## config.mk

```make
export PLATFORM = sky130hd
export DESIGN_NAME = mouse_event_report_aggregator
export DESIGN_NICKNAME = d
export VERILOG_FILES = /design/src/sv/mera_pkg.sv /design/src/sv/mera_front.sv /design/src/sv/mera_queue.sv /design/src/sv/mera_back.sv /design/src/sv/mouse_event_report_aggregator.sv
export SDC_FILE = /design/constraint.sdc
export NUM_CORES = 1
export LEC_CHECK = 0
export ABC_AREA = 1
export BUFFER_PORTS_ARGS = -buffer_cell sky130_fd_sc_hd__buf_2
export CORE_MARGIN = 2
export CORE_UTILIZATION = 43
export DETAILED_ROUTE_END_ITERATION = 8
export GPL_ROUTABILITY_DRIVEN = 0
export GPL_TIMING_DRIVEN = 0
export PLACE_DENSITY = 0.63
export SLEW_MARGIN = 15
export SYNTH_ARGS = -nofsm -noshare
export SYNTH_HDL_FRONTEND = slang
export SYNTH_HIERARCHICAL = 1
export SYNTH_SLANG_ARGS = --single-unit
```

## constraint.sdc

```tcl
create_clock -name clk -period 20.4 [get_ports clk]
set_input_delay 3.06 -clock clk [delete_from_list [all_inputs] [get_ports clk]]
set_output_delay 3.06 -clock clk [all_outputs]
set_load 0.05 [all_outputs]
```

## src/sv/mera_pkg.sv

```systemverilog
// shared types and event codes for the mouse event report aggregator
`timescale 1ns / 1ps
package mera_pkg;

  localparam int unsigned TYPE_W  = 5;
  localparam int unsigned CODE_W  = 10;
  localparam int unsigned VALUE_W = 32;
  localparam int unsigned BTN_W   = 3;

  localparam logic [TYPE_W-1:0] TYPE_SYNC = 5'd0;
  localparam logic [TYPE_W-1:0] TYPE_KEY  = 5'd1;
  localparam logic [TYPE_W-1:0] TYPE_REL  = 5'd2;

  localparam logic [CODE_W-1:0] AXIS_X         = 10'd0;
  localparam logic [CODE_W-1:0] AXIS_Y         = 10'd1;
  localparam logic [CODE_W-1:0] AXIS_WHEEL     = 10'd8;
  localparam logic [CODE_W-1:0] KEY_BTN_LEFT   = 10'd272;
  localparam logic [CODE_W-1:0] KEY_BTN_RIGHT  = 10'd273;
  localparam logic [CODE_W-1:0] KEY_BTN_MIDDLE = 10'd274;
  localparam logic [CODE_W-1:0] SYNC_REPORT    = 10'd0;

  localparam logic [VALUE_W-1:0] KEY_STATE_DOWN   = 32'd1;
  localparam logic [VALUE_W-1:0] KEY_STATE_REPEAT = 32'd2;

  // selector values for axes and buttons
  localparam logic [1:0] SEL_X      = 2'd0;
  localparam logic [1:0] SEL_Y      = 2'd1;
  localparam logic [1:0] SEL_WHEEL  = 2'd2;
  localparam logic [1:0] SEL_LEFT   = 2'd0;
  localparam logic [1:0] SEL_RIGHT  = 2'd1;
  localparam logic [1:0] SEL_MIDDLE = 2'd2;

  localparam int unsigned QUEUE_DEPTH = 4;

  localparam logic RECORD_MOUSE = 1'b0;
  localparam logic RECORD_KEY   = 1'b1;

  typedef enum logic [1:0] {
    OP_REL,
    OP_BTN,
    OP_KEY,
    OP_SYNC
  } op_kind_t;

  typedef struct packed {
    op_kind_t                  kind;
    logic [1:0]                sel;
    logic                      flag;
    logic [CODE_W-1:0]         code;
    logic signed [VALUE_W-1:0] value;
  } op_t;

endpackage

```

## src/sv/mera_front.sv

```systemverilog
// front end: classifies each event request into a back-end operation
`timescale 1ns / 1ps
module mera_front (
  input  logic                                    in_valid,
  input  logic                                    in_stall,
  input  logic [mera_pkg::TYPE_W-1:0]             in_event_type,
  input  logic [mera_pkg::CODE_W-1:0]             in_event_code,
  input  logic signed [mera_pkg::VALUE_W-1:0]     in_event_value,
  output logic                                    push,
  output mera_pkg::op_t                           push_op
);

  logic useful;

  always_comb begin
    useful          = 1'b0;
    push_op.kind    = mera_pkg::OP_SYNC;
    push_op.sel     = mera_pkg::SEL_X;
    push_op.flag    = 1'b0;
    push_op.code    = in_event_code;
    push_op.value   = in_event_value;
    case (in_event_type)
      mera_pkg::TYPE_REL: begin
        push_op.kind = mera_pkg::OP_REL;
        case (in_event_code)
          mera_pkg::AXIS_X: begin
            useful      = 1'b1;
            push_op.sel = mera_pkg::SEL_X;
          end
          mera_pkg::AXIS_Y: begin
            useful      = 1'b1;
            push_op.sel = mera_pkg::SEL_Y;
          end
          mera_pkg::AXIS_WHEEL: begin
            useful      = 1'b1;
            push_op.sel = mera_pkg::SEL_WHEEL;
          end
          default: useful = 1'b0;
        endcase
      end
      mera_pkg::TYPE_KEY: begin
        push_op.flag = (in_event_value != '0);
        case (in_event_code)
          mera_pkg::KEY_BTN_LEFT: begin
            useful       = 1'b1;
            push_op.kind = mera_pkg::OP_BTN;
            push_op.sel  = mera_pkg::SEL_LEFT;
          end
          mera_pkg::KEY_BTN_RIGHT: begin
            useful       = 1'b1;
            push_op.kind = mera_pkg::OP_BTN;
            push_op.sel  = mera_pkg::SEL_RIGHT;
          end
          mera_pkg::KEY_BTN_MIDDLE: begin
            useful       = 1'b1;
            push_op.kind = mera_pkg::OP_BTN;
            push_op.sel  = mera_pkg::SEL_MIDDLE;
          end
          default: begin
            push_op.kind = mera_pkg::OP_KEY;
            useful = (in_event_value == '0) ||
                     (in_event_value == mera_pkg::KEY_STATE_DOWN) ||
                     (in_event_value == mera_pkg::KEY_STATE_REPEAT);
          end
        endcase
      end
      mera_pkg::TYPE_SYNC: begin
        push_op.kind = mera_pkg::OP_SYNC;
        useful       = (in_event_code == mera_pkg::SYNC_REPORT);
      end
      default: useful = 1'b0;
    endcase
  end

  // ignored events are accepted but never queued
  assign push = in_valid && !in_stall && useful;

endmodule

```

## src/sv/mera_queue.sv

```systemverilog
// short operation queue between front and back end
`timescale 1ns / 1ps
module mera_queue #(
  parameter int unsigned DEPTH = mera_pkg::QUEUE_DEPTH
) (
  input  logic          clk,
  input  logic          rst_n,
  input  logic          push,
  input  mera_pkg::op_t push_op,
  input  logic          pop,
  output logic          q_valid,
  output mera_pkg::op_t q_op,
  output logic          full
);

  localparam int unsigned PTR_W = (DEPTH > 1) ? $clog2(DEPTH) : 1;
  localparam int unsigned CNT_W = $clog2(DEPTH + 1);
  localparam logic [PTR_W-1:0] LAST = PTR_W'(DEPTH - 1);
  localparam logic [CNT_W-1:0] FULL_CNT = CNT_W'(DEPTH);

  mera_pkg::op_t    mem_r [DEPTH];
  logic [PTR_W-1:0] wr_ptr_r, rd_ptr_r;
  logic [CNT_W-1:0] count_r;

  assign q_valid = (count_r != '0);
  assign full    = (count_r == FULL_CNT);
  assign q_op    = mem_r[rd_ptr_r];

  always_ff @(posedge clk) begin
    if (push) begin
      mem_r[wr_ptr_r] <= push_op;
    end
  end

  always_ff @(posedge clk) begin
    if (!rst_n) begin
      wr_ptr_r <= '0;
      rd_ptr_r <= '0;
      count_r  <= '0;
    end else begin
      if (push) begin
        wr_ptr_r <= (wr_ptr_r == LAST) ? '0 : wr_ptr_r + 1'b1;
      end
      if (pop) begin
        rd_ptr_r <= (rd_ptr_r == LAST) ? '0 : rd_ptr_r + 1'b1;
      end
      case ({push, pop})
        2'b10:   count_r <= count_r + 1'b1;
        2'b01:   count_r <= count_r - 1'b1;
        default: count_r <= count_r;
      endcase
    end
  end

  a_no_pop_empty: assert property (@(posedge clk) disable iff (!rst_n)
    pop |-> (count_r != '0))
    else $error("queue popped while empty");

  a_no_push_full: assert property (@(posedge clk) disable iff (!rst_n)
    push && !pop |-> (count_r != FULL_CNT))
    else $error("queue pushed while full");

  a_count_up: assert property (@(posedge clk) disable iff (!rst_n)
    push && !pop |=> (count_r == $past(count_r) + 1'b1))
    else $error("queue count lost a push");

endmodule

```

## src/sv/mera_back.sv

```systemverilog
// back end: accumulators, button state and the result register
`timescale 1ns / 1ps
module mera_back (
  input  logic                                clk,
  input  logic                                rst_n,
  input  logic                                q_valid,
  input  mera_pkg::op_t                       q_op,
  output logic                                pop,
  input  logic                                out_stall,
  output logic                                out_valid,
  output logic                                out_record_kind,
  output logic signed [mera_pkg::VALUE_W-1:0] out_move_x,
  output logic signed [mera_pkg::VALUE_W-1:0] out_move_y,
  output logic [mera_pkg::BTN_W-1:0]          out_button_bits,
  output logic signed [mera_pkg::VALUE_W-1:0] out_wheel_steps,
  output logic [mera_pkg::CODE_W-1:0]         out_key_code,
  output logic                                out_key_down
);

  localparam int unsigned W = mera_pkg::VALUE_W;

  logic signed [W-1:0] sum_x_r, sum_x_nxt;
  logic signed [W-1:0] sum_y_r, sum_y_nxt;
  logic signed [W-1:0] sum_wheel_r, sum_wheel_nxt;
  logic [mera_pkg::BTN_W-1:0] cur_btn_r, cur_btn_nxt;
  logic [mera_pkg::BTN_W-1:0] rep_btn_r, rep_btn_nxt;
  logic pending_r, pending_nxt;
  logic out_valid_r, out_valid_nxt;
  logic load_out;

  logic                       kind_r, kind_nxt;
  logic signed [W-1:0]        mx_r, mx_nxt, my_r, my_nxt, mw_r, mw_nxt;
  logic [mera_pkg::BTN_W-1:0] bb_r, bb_nxt;
  logic [mera_pkg::CODE_W-1:0] kc_r, kc_nxt;
  logic                       kd_r, kd_nxt;

  logic signed [W-1:0] acc_in, acc_sat;
  logic signed [W:0]   acc_sum;
  logic [mera_pkg::BTN_W-1:0] btn_mask;

  assign pop = q_valid && (!out_valid_r || !out_stall);

  // one shared saturating adder
  always_comb begin
    case (q_op.sel)
      mera_pkg::SEL_Y:     acc_in = sum_y_r;
      mera_pkg::SEL_WHEEL: acc_in = sum_wheel_r;
      default:             acc_in = sum_x_r;
    endcase
    acc_sum = {acc_in[W-1], acc_in} + {q_op.value[W-1], q_op.value};
    if (acc_sum[W] != acc_sum[W-1]) begin
      acc_sat = acc_sum[W] ? {1'b1, {(W-1){1'b0}}} : {1'b0, {(W-1){1'b1}}};
    end else begin
      acc_sat = acc_sum[W-1:0];
    end
    btn_mask = mera_pkg::BTN_W'(1) << q_op.sel;
  end

  always_comb begin
    sum_x_nxt     = sum_x_r;
    sum_y_nxt     = sum_y_r;
    sum_wheel_nxt = sum_wheel_r;
    cur_btn_nxt   = cur_btn_r;
    rep_btn_nxt   = rep_btn_r;
    pending_nxt   = pending_r;
    load_out      = 1'b0;
    kind_nxt      = kind_r;
    mx_nxt        = mx_r;
    my_nxt        = my_r;
    mw_nxt        = mw_r;
    bb_nxt        = bb_r;
    kc_nxt        = kc_r;
    kd_nxt        = kd_r;
    if (pop) begin
      case (q_op.kind)
        mera_pkg::OP_REL: begin
          pending_nxt = 1'b1;
          case (q_op.sel)
            mera_pkg::SEL_Y:     sum_y_nxt = acc_sat;
            mera_pkg::SEL_WHEEL: sum_wheel_nxt = acc_sat;
            default:             sum_x_nxt = acc_sat;
          endcase
        end
        mera_pkg::OP_BTN: begin
          pending_nxt = 1'b1;
          cur_btn_nxt = q_op.flag ? (cur_btn_r | btn_mask) : (cur_btn_r & ~btn_mask);
        end
        mera_pkg::OP_KEY: begin
          load_out = 1'b1;
          kind_nxt = mera_pkg::RECORD_KEY;
          mx_nxt   = '0;
          my_nxt   = '0;
          mw_nxt   = '0;
          bb_nxt   = '0;
          kc_nxt   = q_op.code;
          kd_nxt   = q_op.flag;
        end
        mera_pkg::OP_SYNC: begin
          if (pending_r && (sum_x_r != '0 || sum_y_r != '0 || sum_wheel_r != '0 ||
                            cur_btn_r != rep_btn_r)) begin
            load_out = 1'b1;
            kind_nxt = mera_pkg::RECORD_MOUSE;
            mx_nxt   = sum_x_r;
            my_nxt   = sum_y_r;
            mw_nxt   = sum_wheel_r;
            bb_nxt   = cur_btn_r;
            kc_nxt   = '0;
            kd_nxt   = 1'b0;
          end
          rep_btn_nxt   = cur_btn_r;
          sum_x_nxt     = '0;
          sum_y_nxt     = '0;
          sum_wheel_nxt = '0;
          pending_nxt   = 1'b0;
        end
        default: pending_nxt = pending_r;
      endcase
    end
    if (load_out) begin
      out_valid_nxt = 1'b1;
    end else if (!out_stall) begin
      out_valid_nxt = 1'b0;
    end else begin
      out_valid_nxt = out_valid_r;
    end
  end

  always_ff @(posedge clk) begin
    if (!rst_n) begin
      sum_x_r     <= '0;
      sum_y_r     <= '0;
      sum_wheel_r <= '0;
      cur_btn_r   <= '0;
      rep_btn_r   <= '0;
      pending_r   <= 1'b0;
      out_valid_r <= 1'b0;
    end else begin
      sum_x_r     <= sum_x_nxt;
      sum_y_r     <= sum_y_nxt;
      sum_wheel_r <= sum_wheel_nxt;
      cur_btn_r   <= cur_btn_nxt;
      rep_btn_r   <= rep_btn_nxt;
      pending_r   <= pending_nxt;
      out_valid_r <= out_valid_nxt;
    end
  end

  always_ff @(posedge clk) begin
    kind_r <= kind_nxt;
    mx_r   <= mx_nxt;
    my_r   <= my_nxt;
    mw_r   <= mw_nxt;
    bb_r   <= bb_nxt;
    kc_r   <= kc_nxt;
    kd_r   <= kd_nxt;
  end

  assign out_valid       = out_valid_r;
  assign out_record_kind = kind_r;
  assign out_move_x      = mx_r;
  assign out_move_y      = my_r;
  assign out_button_bits = bb_r;
  assign out_wheel_steps = mw_r;
  assign out_key_code    = kc_r;
  assign out_key_down    = kd_r;

  a_sync_clears: assert property (@(posedge clk) disable iff (!rst_n)
    pop && (q_op.kind == mera_pkg::OP_SYNC) |=>
      (sum_x_r == '0) && (sum_y_r == '0) && (sum_wheel_r == '0) && !pending_r)
    else $error("sync did not clear accumulators");

  a_key_record_clean: assert property (@(posedge clk) disable iff (!rst_n)
    pop && (q_op.kind == mera_pkg::OP_KEY) |=>
      out_valid_r && (kind_r == mera_pkg::RECORD_KEY) && (mx_r == '0) && (bb_r == '0))
    else $error("key record not loaded cleanly");

endmodule

```

## src/sv/mouse_event_report_aggregator.sv

```systemverilog
// top level of the mouse event report aggregator
`timescale 1ns / 1ps
// Takes one input event per cycle when the operation queue has room and returns a
// mouse report on a sync, or a key record for a keyboard key, from an output register.
// An event is decoded combinationally into a QUEUE_DEPTH-entry queue; the back end
// retires one queued operation per cycle, unless a held result is stalled, into the
// accumulators and the output register, so a result passes through a queue entry and
// then the output register. Stall on the result side fills the queue and then raises
// in_stall; motion, button and ignored events never produce a result.
module mouse_event_report_aggregator #(
  parameter int unsigned QUEUE_DEPTH = mera_pkg::QUEUE_DEPTH
) (
  input  logic                                clk,
  input  logic                                rst_n,
  input  logic                                in_valid,
  output logic                                in_stall,
  input  logic [mera_pkg::TYPE_W-1:0]         in_event_type,
  input  logic [mera_pkg::CODE_W-1:0]         in_event_code,
  input  logic signed [mera_pkg::VALUE_W-1:0] in_event_value,
  output logic                                out_valid,
  input  logic                                out_stall,
  output logic                                out_record_kind,
  output logic signed [mera_pkg::VALUE_W-1:0] out_move_x,
  output logic signed [mera_pkg::VALUE_W-1:0] out_move_y,
  output logic [mera_pkg::BTN_W-1:0]          out_button_bits,
  output logic signed [mera_pkg::VALUE_W-1:0] out_wheel_steps,
  output logic [mera_pkg::CODE_W-1:0]         out_key_code,
  output logic                                out_key_down
);

  logic          push, pop, q_valid, full;
  mera_pkg::op_t push_op, q_op;

  assign in_stall = full;

  mera_front u_front (
    .in_valid       (in_valid),
    .in_stall       (in_stall),
    .in_event_type  (in_event_type),
    .in_event_code  (in_event_code),
    .in_event_value (in_event_value),
    .push           (push),
    .push_op        (push_op)
  );

  mera_queue #(.DEPTH(QUEUE_DEPTH)) u_queue (
    .clk     (clk),
    .rst_n   (rst_n),
    .push    (push),
    .push_op (push_op),
    .pop     (pop),
    .q_valid (q_valid),
    .q_op    (q_op),
    .full    (full)
  );

  mera_back u_back (
    .clk             (clk),
    .rst_n           (rst_n),
    .q_valid         (q_valid),
    .q_op            (q_op),
    .pop             (pop),
    .out_stall       (out_stall),
    .out_valid       (out_valid),
    .out_record_kind (out_record_kind),
    .out_move_x      (out_move_x),
    .out_move_y      (out_move_y),
    .out_button_bits (out_button_bits),
    .out_wheel_steps (out_wheel_steps),
    .out_key_code    (out_key_code),
    .out_key_down    (out_key_down)
  );

endmodule
```

==> metrics.yaml, run 1 <==
run_status:
  outcome: "finished, final reports clean"
clocking:
  htreeDepth: 2
  postCtsSetupBuffers: 0
  clock_latency_ns: 0.57
  cts.clk_slew.worst_paths_ns: 0.06
  cts_tree: "done"
  cts_root_buf: "clkbuf_16"
  postCtsHoldBufs: 0
  cts.sinks: 412
  cts_made_buffers: 44
  cts_resized: 0
  clock_path_buffers: 3
place:
  port_buffers: 163
  dpl.hpwl_mm: 39.9
synthesis:
  synthTopCellsByArea: "edfxtp_1 45%, dfxtp_1 11%, o21ai_0 5.6%, nor2_1 5.0%, inv_1 5.0%"
  syn_avg_cell_area_um2: 9.64
  synth.cell_area_um2: 19800
  syn_inst: 2053
  synth_top_area_cell: "edfxtp_1"
  synth-edff-count: 299
  ys.flop_type: "edfxtp_1"
  syn_nets: 2147
  netlist.area_leader.share: 0.454
  ys_seq_area_frac: 0.568
  async_flop_share: 0
  ys_types: 49
  synth-warning-count: 6
  ys_seq_elements: 412
critical_path:
  crit_top_cell: "nand2_1"
  crit_type: "reg2reg"
  crit_path_end_kind: "register"
  r2r_cells: 25
  r2r_setup_slack_ns: 14.42
  crit_family: "buffers and inverters"
  cp_data_required_time_ns: 20.83
  critical-path-slowest-cell: "dfxtp_1"
  critical_path.max_fanout: 10
  worstPathArrival_ns: 6.42
  slowest_delay_ns: 0.52
  crit_end: "u_back/sum_x_r[1]$_SDFFE_PN0P_"
  start_kind: "register"
  crit_cells: 25
  cp_num_buf_inv: 8
  rr_endpoint: "u_back/sum_x_r[1]$_SDFFE_PN0P_"
timing:
  tns_ns: 0
  setup_violations: 0
  relSlewSlack: 0.181
  worst_pin_slew_ns: 1.23
  max_clock_freq_ghz: 0.167
  rsz0062_at_grt: "no"
  min_period_over_period: 0.293
  clock_skew_ns: 0.0213
  hold_viol: 0
  slew_viol_final: 0
  final.min_clock_period_ns: 5.98
detailed_routing:
  route.detailed.drc: 0
  route.met3.wl_mm: 3.38
  dr.pass1.iters: 6
  drt-vias-per-instance: 5.31
  wl_met2_mm: 26.3
  drtIter0Drc: 1340
  drt-wirelength-per-cell_um: 18.8
  totalWireLength_mm: 54.4
  met1Wirelength_mm: 23.2
  top_layer_used: "met4"
  vias: 15407
  ant_nets: 0
hold_path:
  holdCritPathClass: "reg2reg"
floorplanning:
  core-area_um2: 45400
  die_w_um: 219
  rows: 78
  die_height_um: 219
  io_pins: 164
  initial_utilization: 0.436
  die_area_um2: 47800
flow_run:
  cap_violations: 0
global_route:
  grt_pass1_vias: 14968
  antenna_found_initial: 0
  grt_max_degree: 48
  grt_overflow: 0
  grt_usage: 0.228
  grt_pass1_wl_mm: 83.6
layout:
  nNetsFinal: 2360
  drive_above_1_share: 0.176
  areaGrowthSynthToFinish_pct: 15.2
  antennaDiodeCount: 0
-- synth_stat cells, types with 3 or more instances --
library cell  instances
o221ai_1             32
o22ai_2              27
inv_2                 5
a211oi_1              3
buf_4                45
nor4_1               13
inv_1               262
nand2_2              22
a21oi_1             139
nor3_1               15
o21ai_1              12
nand4_1              19
xnor2_1              16
nand3b_1             11
ha_1                 41
o21bai_1              9
nor3_2                3
nand2_1             260
edfxtp_1            299
buf_2                13
nor2_4               27
nor2_2                4
o22ai_1              20
o21ai_2               3
nand3_1              42
clkbuf_1             65
xor2_1                4
or2_1                 3
dfxtp_1             113
buf_6                 7
nor2_1              264
nand3_2              11
buf_12                4
o21ai_0             221
-- cell usage in the layout (no fill, tap or decap), types with 4 or more instances in the layout --
cell       count
ha_1          41
o21bai_1       9
o21ai_1       12
buf_12         5
nand3_2       11
buf_6          7
nor2_1       264
nor3_1        15
o22ai_2       27
nor2_2         4
o21ai_0      221
clkinv_2       9
clkinv_1      17
nor2_4        27
clkbuf_16     45
nor4_1        13
inv_2          5
dfxtp_1      113
xor2_1         4
nand2_2       22
inv_4          5
nand2_1      260
nand3_1       42
inv_1        258
buf_2        176
nand4_1       19
clkbuf_1      72
nand3b_1      11
xnor2_1       16
o22ai_1       20
o221ai_1      32
a21oi_1      138
buf_4         45
edfxtp_1     299
-- how the worst min path moves through the flow --
stage                             startpoint                             to  slack, ns  depth (start not counted)
5_1_grt        u_back/pending_r$_SDFFE_PN0P_  u_back/pending_r$_SDFFE_PN0P_       0.51                          1
2_1_floorplan  u_back/pending_r$_SDFFE_PN0P_  u_back/pending_r$_SDFFE_PN0P_       0.44                          1
3_3_place_gp   u_back/pending_r$_SDFFE_PN0P_  u_back/pending_r$_SDFFE_PN0P_       0.45                          1
3_5_place_dp   u_back/pending_r$_SDFFE_PN0P_  u_back/pending_r$_SDFFE_PN0P_       0.46                          1
4_1_cts        u_back/pending_r$_SDFFE_PN0P_  u_back/pending_r$_SDFFE_PN0P_       0.48                          1
6_report       u_back/pending_r$_SDFFE_PN0P_  u_back/pending_r$_SDFFE_PN0P_       0.48                          1
-- through the flow --
| stage | std cells | hold slack, ns | utilization | setup WS [ns] | area (um2) |
|---|---|---|---|---|---|
| finish | 2899 | 0.475 | 0.502 | 14.42 | 22800 |
| global placement | 2816 | 0.450 | 0.471 | 8.99 | 21400 |
| CTS | 2899 | 0.477 | 0.502 | 14.52 | 22800 |
| floorplan | 2053 | 0.441 | - | 11.35 | 19800 |
| global route | 2899 | 0.512 | 0.502 | 14.14 | 22800 |
| detailed placement | 2820 | 0.464 | 0.473 | 14.57 | 21500 |
-- area by class of cell --
cell class	instances	area, um2
plain buffers	135	810
clock buffers	52	1150
clock inverters	27	169
fillers	4207	22600
inverters	270	1030
multi-input cells	1236	6740
flip-flops and latches	412	11200
well taps	600	751
repair buffers	167	918
-- per-layer routing --
metal	global-route usage	vias up
met5	0	-
met4	0.0764	0
met3	0.0308	89
met2	0.385	590
met1	0.300	7373
li1	-	7355
-- cell families after synthesis --
kind of cell	share of synthesized area
fa+ha+maj	0.0279
xor+xnor	0.00885
flops	0.568
simple gates	0.161
compound gates	0.142
buf+inv	0.0922
-- state kept, by name, indices dropped and copies added, names as in the netlist, named ones only --
name,cells
u_back/out_button_bits,3
u_back/out_key_code,10
u_back/out_key_down,1
u_back/out_move_x,32
u_back/out_move_y,32
u_back/out_record_kind,1
u_back/out_valid,1
u_back/out_wheel_steps,32
u_back/pending_r,1
u_back/rep_btn_r,3
u_back/sum_wheel_r,32
u_back/sum_x_r,32
u_back/sum_y_r,32
u_queue/count_r,3
u_queue/mem_r,188
u_queue/rd_ptr_r,2
u_queue/wr_ptr_r,2
Power of run 1 is left out: the tool's default activity adds up to more than one toggle a clock period on the data nets, which glitch-free logic cannot reach.
==> inputs of run 2 (changes only) <==
Settings changed: PLACE_DENSITY 0.63 to 0.65.
Clock period 20.4 ns to 4.9 ns, I/O delays scaled along.
==> run 2 against run 1 <==
Against the previous run: cell count about the same; critical path type unchanged; register-to-register slack worse by 14 ns; non-clock buffer count is 1 lower; final area grew 0.83%; via count is 0.93% lower; critical path depth is 1 higher; utilization grew 0.42 points; clock skew rose by 0.0031 ns.
==> metrics.yaml, run 2 (synthesis gave the netlist of run 1 again) <==
detailed_routing:
  drt-vias-per-instance: 5.26  # -0.96%
  drtIter0Drc: 1276  # -4.8%
  route.detailed.drc: 0  # unchanged
  drt-wirelength-per-cell_um: 18.6  # -1.0%
  ant_nets: 0  # unchanged
  totalWireLength_mm: 53.9  # -0.98%
  vias: 15264  # -0.93%
  dr.pass1.iters: 6  # unchanged
timing:
  tns_ns: 0  # unchanged
  worst_pin_slew_ns: 1.18  # -0.0460 ns
  clock_skew_ns: 0.0244  # +0.00310 ns
  hold_viol: 0  # unchanged
  slew_viol_final: 0  # unchanged
  min_period_over_period: 0.944  # +0.650
  final.min_clock_period_ns: 4.62  # -1.36 ns
  max_clock_freq_ghz: 0.216  # +29%
  relSlewSlack: 0.211  # +0.0307
  setup_violations: 0  # unchanged
flow_run:
  cap_violations: 0  # unchanged
layout:
  areaGrowthSynthToFinish_pct: 16.2
  final_common_cell: "edfxtp_1"
  antennaDiodeCount: 0  # unchanged
  largest_reg_flops: 188  # unchanged
  final_cell_mix: "299 x edfxtp_1, 263 x nor2_1, 258 x nand2_1"
  drive_above_1_share: 0.194  # +0.0177
  num-fill-cells: 4197  # -0.24%
  top_register: "u_queue/mem_r"
  nNetsFinal: 2359  # -0.042%
critical_path:
  worstPathArrival_ns: 5.11  # -1.31 ns
  cp_data_required_time_ns: 5.39  # -15.44 ns
  crit_path_end_kind: "register"
  critical_path.max_fanout: 11  # +1
  start_kind: "register"
  r2r_setup_slack_ns: 0.28  # -14.14 ns
  crit_type: "reg2reg"
global_route:
  use_met3: 0.0333  # +0.00251
  grt_overflow: 0  # unchanged
  grt.busiest_layer: "met2"
  grt_pass1_vias: 14928  # -0.27%
  use_met2: 0.372  # -0.0135
  grt_usage: 0.224  # -0.00362
  antenna_found_initial: 0  # unchanged
  grt_max_degree: 48  # unchanged
  grt_pass1_wl_mm: 82.2  # -1.7%
  grt_util_met1: 0.294  # -0.00617
clocking:
  clock_latency_ns: 0.57  # about the same
  cts_root_buf: "clkbuf_16"
  htreeDepth: 2  # unchanged
  cts_tree: "done"
  postCtsHoldBufs: 0  # unchanged
  cts_made_buffers: 44  # unchanged
  cts.clk_slew.worst_paths_ns: 0.06  # about the same
  postCtsSetupBuffers: 0  # unchanged
  cts.sinks: 412  # unchanged
  clock_path_buffers: 3  # unchanged
run_status:
  outcome: "finished, final reports clean"
floorplanning:
  die_height_um: 219  # unchanged
  die_w_um: 219  # unchanged
  rows: 78  # unchanged
  initial_utilization: 0.436  # unchanged
  die_area_um2: 47800  # unchanged
  core-area_um2: 45400  # unchanged
  io_pins: 164  # unchanged
hold_path:
  holdCritPathClass: "in2reg"
place:
  port_buffers: 163  # unchanged
  dpl.hpwl_mm: 39.9  # +0.11%
-- run 2: changes by cell type in the layout (fill, tap and decap cells not counted), sizes merged --
cell / change
buf: +4
bufinv: +1
clkinv: -2
clkbuf: -4
inv: +3
clkinvlp: -1
-- run 2: final timing paths --
kind / depth (start not counted) / start / to
worst max-delay path: 26 / register / u_back/sum_y_r[8]$_SDFFE_PN0P_
worst min-delay path: 3 / rst_n / u_queue/count_r[2]$_SDFFE_PN0P_
worst max register to register: 26 / register / u_back/sum_y_r[8]$_SDFFE_PN0P_
worst min register to register: 1 / u_back/pending_r$_SDFFE_PN0P_ / u_back/pending_r$_SDFFE_PN0P_
-- run 2: metal layers --
metal	share of wire	vias to the layer above	wire [um]
met5	0	-	0
met4	0.036	0	1950
met3	0.070	108	3790
met2	0.47	619	25400
met1	0.42	7167	22700
li1	-	7370	-
-- run 2: critical path: stages (launching register included) --
cell,delay [ns]
dfxtp_4,0.37
buf_6,0.16
inv_4,0.07
buf_12,0.15
buf_12,0.19
nor2_4,0.05
o22ai_4,0.23
inv_2,0.09
ha_4,0.38
clkbuf_4,0.26
o221ai_1,0.15
o21ai_0,0.15
inv_1,0.09
ha_1,0.34
or2_1,0.27
nand3_1,0.11
nand2_1,0.14
nand2_1,0.11
nand2_2,0.10
nand2_2,0.11
nand2_1,0.07
nand2_1,0.08
nand2_2,0.08
a21oi_4,0.23
buf_4,0.22
nand2_1,0.13
a21oi_1,0.17
-- run 2: area by class of cell --
class / instances / area (um2) / share of cell area
multi-input combinational: 1236 / 6810 / 0.296
timing repair buffer: 169 / 953 / 0.0415
sequential: 412 / 11200 / 0.489
tap: 600 / 751 / 0.0327
inverter: 270 / 1030 / 0.0446
clock inverter: 28 / 214 / 0.00931
clock buffer: 53 / 1160 / 0.0503
buffer: 132 / 840 / 0.0365
-- run 2: through the flow --
stage	instance area, um2	util	std cells	setup WS, ns	hold WS, ns
final	23000	0.507	2900	0.276	0.457
after global routing	23000	0.507	2900	-0.0188	0.463
after CTS	22900	0.505	2900	0.0373	0.427
after detailed placement	21500	0.474	2822	-0.952	0.453
after global placement	21400	0.471	2816	-1.65	0.450
after floorplan	19800	-	2053	0.207	0.441
-- run 2: what timing repair did --
item,in CTS,in global routing
pin swaps,0,2
gates resized for setup,24,35
setup endpoints to repair,96,93
Power of run 2 is left out for the same reason.
